--- src/hw/rtl/rop_pkg.sv ---
// Shared constants of the ray orthogonal projector.
`default_nettype none
package rop_pkg;
  localparam int RAY_BITS_DEF        = 16;
  localparam int ENTRY_FRAC_BITS_DEF = 15;
  localparam int IDX_BITS            = 16;
  localparam int CFG_DATA_BITS       = 32;
  localparam int CFG_ADDR_BITS       = 4;
  localparam int NUM_QUOT            = 6;

  localparam logic [CFG_ADDR_BITS-1:0] ADDR_ORIGIN_X = 4'h0;
  localparam logic [CFG_ADDR_BITS-1:0] ADDR_ORIGIN_Y = 4'h4;
  localparam logic [CFG_ADDR_BITS-1:0] ADDR_ORIGIN_Z = 4'h8;
endpackage : rop_pkg
`default_nettype wire

--- src/hw/rtl/rop_div_cell.sv ---
// One restoring step of the fractional divider, applied to all six quotients.
`default_nettype none
module rop_div_cell import rop_pkg::*; #(
  parameter int SW = 33,
  parameter int QW = 16,
  parameter int NQ = NUM_QUOT,
  parameter int PW = 64
) (
  input  wire logic                   clk,
  input  wire logic                   rst_n,
  input  wire logic                   vld_in,
  input  wire logic [SW-1:0]          den_in,
  input  wire logic [NQ-1:0][SW-1:0]  rem_in,
  input  wire logic [NQ-1:0][QW-1:0]  quo_in,
  input  wire logic [PW-1:0]          pass_in,
  output logic                        vld_out,
  output logic [SW-1:0]               den_out,
  output logic [NQ-1:0][SW-1:0]       rem_out,
  output logic [NQ-1:0][QW-1:0]       quo_out,
  output logic [PW-1:0]               pass_out
);
  logic [NQ-1:0][SW-1:0] rem_nxt;
  logic [NQ-1:0]         bit_nxt;
  logic                  vld_r;
  logic [SW-1:0]         den_r;
  logic [NQ-1:0][SW-1:0] rem_r;
  logic [NQ-1:0][QW-1:0] quo_r;
  logic [PW-1:0]         pass_r;

  // Remainder stays below den, so r >= den - r is the doubled compare without growth.
  always_comb begin
    for (int i = 0; i < NQ; i++) begin
      bit_nxt[i] = (rem_in[i] >= (den_in - rem_in[i]));
      rem_nxt[i] = bit_nxt[i] ? (rem_in[i] - (den_in - rem_in[i])) : (rem_in[i] + rem_in[i]);
    end
  end

  always_ff @(posedge clk) begin
    if (!rst_n) begin
      vld_r <= 1'b0;
    end else begin
      vld_r <= vld_in;
    end
    den_r  <= den_in;
    pass_r <= pass_in;
    for (int i = 0; i < NQ; i++) begin
      rem_r[i] <= rem_nxt[i];
      quo_r[i] <= {quo_in[i][QW-2:0], bit_nxt[i]};
    end
  end

  assign vld_out  = vld_r;
  assign den_out  = den_r;
  assign rem_out  = rem_r;
  assign quo_out  = quo_r;
  assign pass_out = pass_r;
endmodule : rop_div_cell
`default_nettype wire

--- config.mk ---
export PLATFORM = sky130hd
export DESIGN_NAME = rop_div_cell
export DESIGN_NICKNAME = d
export VERILOG_FILES = /design/src/hw/rtl/rop_pkg.sv /design/src/hw/rtl/rop_div_cell.sv
export SDC_FILE = /design/constraint.sdc
export NUM_CORES = 1
export LEC_CHECK = 0
export BUFFER_PORTS_ARGS = -buffer_cell sky130_fd_sc_hd__buf_2
export CAP_MARGIN = 5
export CELL_PAD_IN_SITES_DETAIL_PLACEMENT = 1
export CELL_PAD_IN_SITES_GLOBAL_PLACEMENT = 2
export CORE_AREA = 3 3 308 310
export DETAILED_ROUTE_END_ITERATION = 8
export DIE_AREA = 0 0 311 313
export PLACE_DENSITY_LB_ADDON = 0.1
export SETUP_SLACK_MARGIN = 0.05
export SLEW_MARGIN = 30
export SYNTH_ARGS = -nofsm -noshare
export SYNTH_HDL_FRONTEND = slang
export SYNTH_SLANG_ARGS = --single-unit
export TNS_END_PERCENT = 5
--- constraint.sdc ---
create_clock -name clk -period 9.05 [get_ports clk]
set_input_delay 1.3575 -clock clk [delete_from_list [all_inputs] [get_ports clk]]
set_output_delay 1.3575 -clock clk [all_outputs]
set_load 0.02 [all_outputs]
==> impl_metrics.csv <==
group,metric,value,unit
yosys,synth-xor-area-share,0.106,
pwr,cellPowerDensity,248,nW/um^2
yosys,synth_compound_gate_area_share,0.232,
drt,routed-via-count,28400,
floorplan,core.rowCount,111,
grt,globalRouteTotalUtil,0.259,
floorplan,floorplan.initialDensity,0.320,
sta,rsz0062_at_grt,"no",
final_layout,nNetsFinal,5093,
worst_setup_path,cp.arrival,7.89,ns
worst_hold_path,timing.hold.worst.start,"quo_in[69]",
floorplan,core_footprint,91900,sq um
drt,wl_per_cell,23.4,microns
drt,post-route-drc-count,0,
sta,finalHoldViolations,0,
yosys,synthSimpleGateAreaFrac,0.127,
grt,first_global_vias,29400,
cts,cts-htree-levels,2,
sta,finalWorstPathRequiredPeriod,7.38,ns
floorplan,floorplan.die.height,313,microns
yosys,postSynthNetCount,4300,
sta,slew-limit-headroom,0.468,
grt,grt_overflow_total,0,
cts,post-cts-setup-buffer-count,0,
cts,cts_buffers,50,
drt,route.detailed.vias_per_inst,5.08,
yosys,synth-async-reset-ratio,0,
yosys,synth-edff-count,0,
yosys,synth.cell_area,29400,sq um
sta,final.period_utilization,0.816,
grt,maximum_number_of_pins_on_one_net_before_global_route_repair,38,
sta,finalSetupViolations,0,
placement,place.port_buffers,779,
worst_setup_path,critical_path_class,"in -> reg",
yosys,post-synth-top-count-cell,"sky130_fd_sc_hd__dfxtp_1",
cts,cts_tree,"yes",
cts,post_cts_resized,0,
drt,detailedRoute.firstPassIterationCount,5,
cts,clkTransAtPathRegs,0.06,ns
worst_setup_path,cpMostUsedCell,"sky130_fd_sc_hd__o21ai_0",
run_status,run_status,"completed",
yosys,synth_area_leaders,"sky130_fd_sc_hd__dfxtp_1, sky130_fd_sc_hd__ha_1, sky130_fd_sc_hd__a21oi_1",
floorplan,floorplan.die.width,311,microns
yosys,synth_top_family_by_area,"compound AO/OA/AOI/OAI gates",
cts,cts_root_buf,"sky130_fd_sc_hd__clkbuf_16",
grt,global_route_wire_length_before_repair,190000,microns
cts,post_cts_hold_buffer_count,0,
worst_setup_path,cpPeakStageDelay,0.63,ns
worst_hold_path,hold_wc_path_type,"in -> reg",
yosys,synthCells,3504,
worst_hold_path,worst_hold_path.endpoint,"quo_out[70]$_DFF_P_",
floorplan,full_die_area,97300,sq um
sta,timing.final.max_slew_violations,0,
pwr,peakVddDrop,0.154,mV
worst_setup_path,cp_slowest_cell,"sky130_fd_sc_hd__o41ai_1",
drt,detail_route.iter0.violations,1272,
yosys,most_numerous_cell_types_in_the_synthesized_netlist,"sky130_fd_sc_hd__dfxtp_1, sky130_fd_sc_hd__ha_1, sky130_fd_sc_hd__a21oi_1, sky130_fd_sc_hd__inv_1, sky130_fd_sc_hd__o21ai_0",
yosys,synth_fa_ha_area_frac,0.174,
yosys,netlist.area_leader.share,0.267,
floorplan,boundaryPins,786,
worst_hold_path,holdPathStages,1,
placement,dp_hpwl,108000,microns
worst_setup_path,critPathLaunchType,"primary input",
worst_setup_path,endpoint_kind,"flip-flop",
sta,timing_worst_slew_pin_value,0.798,ns
drt,postRouteWirelength,131000,microns
yosys,netlist.top_cell.by_area,"sky130_fd_sc_hd__dfxtp_1",
final_layout,layout-area-overhead-vs-synth,24.4,%
pwr,p_leak,18.5,nW
yosys,syn_area_per_cell,8.40,sq um
yosys,postSynthRegisterBits,392,
worst_setup_path,worstPathRequired,9.56,ns
yosys,multiplexer_share_of_the_synthesized_area,0.0453,
cts,tritoncts_num_sinks,392,
flow_run,max-cap-violations,0,
worst_setup_path,worstPathMaxFanout,20,
grt,number_of_antenna_violations_at_the_first_check_in_global_routing,42,
yosys,yosysWarnings,0,
sta,max_freq,0.135,GHz
final_layout,final_layout_size_suffix_gt1_frac,0.219,
drt,route.antenna.remaining_nets,0,
yosys,synth_top_flop_cell,"sky130_fd_sc_hd__dfxtp_1",
placement,gp_congestion,0.882,
sta,finalSetupTns,0,ns
yosys,synth.yosys.seq_area_share,0.267,
pwr,design_power_total,9.10,mW
cts,ctsLongestPathBuffers,3,
yosys,synth.lib_cells_used.distinct,82,
-- layout by cell type, fill, tap and decap left out, types with 21 or more instances in the layout --
cell type / instances
sky130_fd_sc_hd__o21a_1: 29
sky130_fd_sc_hd__a31oi_1: 34
sky130_fd_sc_hd__xnor2_1: 178
sky130_fd_sc_hd__and3_1: 27
sky130_fd_sc_hd__dfxtp_1: 392
sky130_fd_sc_hd__mux2_2: 24
sky130_fd_sc_hd__nand2_1: 197
sky130_fd_sc_hd__o211ai_1: 21
sky130_fd_sc_hd__buf_2: 779
sky130_fd_sc_hd__inv_1: 314
sky130_fd_sc_hd__a21o_1: 194
sky130_fd_sc_hd__ha_1: 390
sky130_fd_sc_hd__mux2i_1: 105
sky130_fd_sc_hd__nand2b_1: 59
sky130_fd_sc_hd__xor2_1: 179
sky130_fd_sc_hd__o21ai_0: 229
sky130_fd_sc_hd__a21oi_1: 347
sky130_fd_sc_hd__clkbuf_16: 51
sky130_fd_sc_hd__nand3_1: 74
sky130_fd_sc_hd__nor2_1: 191
sky130_fd_sc_hd__o21bai_1: 50
sky130_fd_sc_hd__nor2b_1: 46
sky130_fd_sc_hd__a211oi_1: 21
sky130_fd_sc_hd__nor3_1: 45
sky130_fd_sc_hd__nand4_1: 51
-- metrics by stage --
stage / cells / util / hold slack (ns) / cell area, sq um / setup WS, ns
CTS: 5578 / 0.398 / 0.780 / 36600 / 1.65
global route: 5585 / 0.398 / 0.790 / 36600 / 1.08
floorplan: 3504 / - / 1.39 / 29400 / 2.64
global placement: 5487 / 0.379 / 1.46 / 34800 / 1.08
detailed placement: 5487 / 0.379 / 1.46 / 34800 / 1.02
finish: 5588 / 0.398 / 0.825 / 36600 / 1.67
-- sequential cells by signal, indices dropped and copies added (netlist names) --
| signal | flops |
|---|---|
| vld_out | 1 |
| rem_out | 198 |
| quo_out | 96 |
| den_out | 33 |
| pass_out | 64 |
-- routing by layer --
metal  share of wire  track usage
met5         0.00049            0
met4           0.040       0.0928
met3           0.046       0.0473
met2            0.51        0.484
met1            0.40        0.293
-- layout make-up --
cell class,count,area (sq um)
Fill cell,11300,55300
Inverter,314,1180
Sequential cell,392,7850
Clock buffer,62,1380
Timing Repair Buffer,801,4100
Tap cell,1243,1560
Multi-Input combinational cell,2738,20200
Clock inverter,29,379
Antenna cell,9,22.5
-- worst max-delay path by stage --
stage,startpoint,endpoint,slack (ns),cells past startpoint
after global placement,den_in[0],rem_out[118]$_DFF_P_,1.08,26
after CTS,den_in[0],rem_out[118]$_DFF_P_,1.65,26
after global routing,den_in[0],rem_out[118]$_DFF_P_,1.08,26
after detailed placement,den_in[0],rem_out[118]$_DFF_P_,1.02,25
after floorplan,den_in[0],rem_out[61]$_DFF_P_,2.64,25
final,den_in[0],rem_out[118]$_DFF_P_,1.67,26
-- report_power, final --
part | switching, mW | leakage, nW | total (mW) | internal (mW)
logic | 2.89 | 14.4 | 4.62 | 1.74
registers | 0.154 | 3.31 | 2.32 | 2.16
clock network | 0.868 | 0.851 | 2.16 | 1.29
-- critical path: cells and delay by family --
kind            cells  cell delay (ns)
xor+xnor            1             0.13
fa+ha+maj           3             1.03
compound gates     11             2.78
simple gates        6             1.39
mux                 1             0.28
buf+inv             4             0.89
-- cell families after synthesis --
kind of cell / after synthesis
buffers and inverters: 374
XOR/XNOR: 357
AND/OR/NAND/NOR: 770
flip-flops: 392
multiplexers: 130
adder cells (fa/ha/maj): 402
AO/OA/AOI/OAI: 1079
No activity file was read; power rests on OpenSTA's default activity.
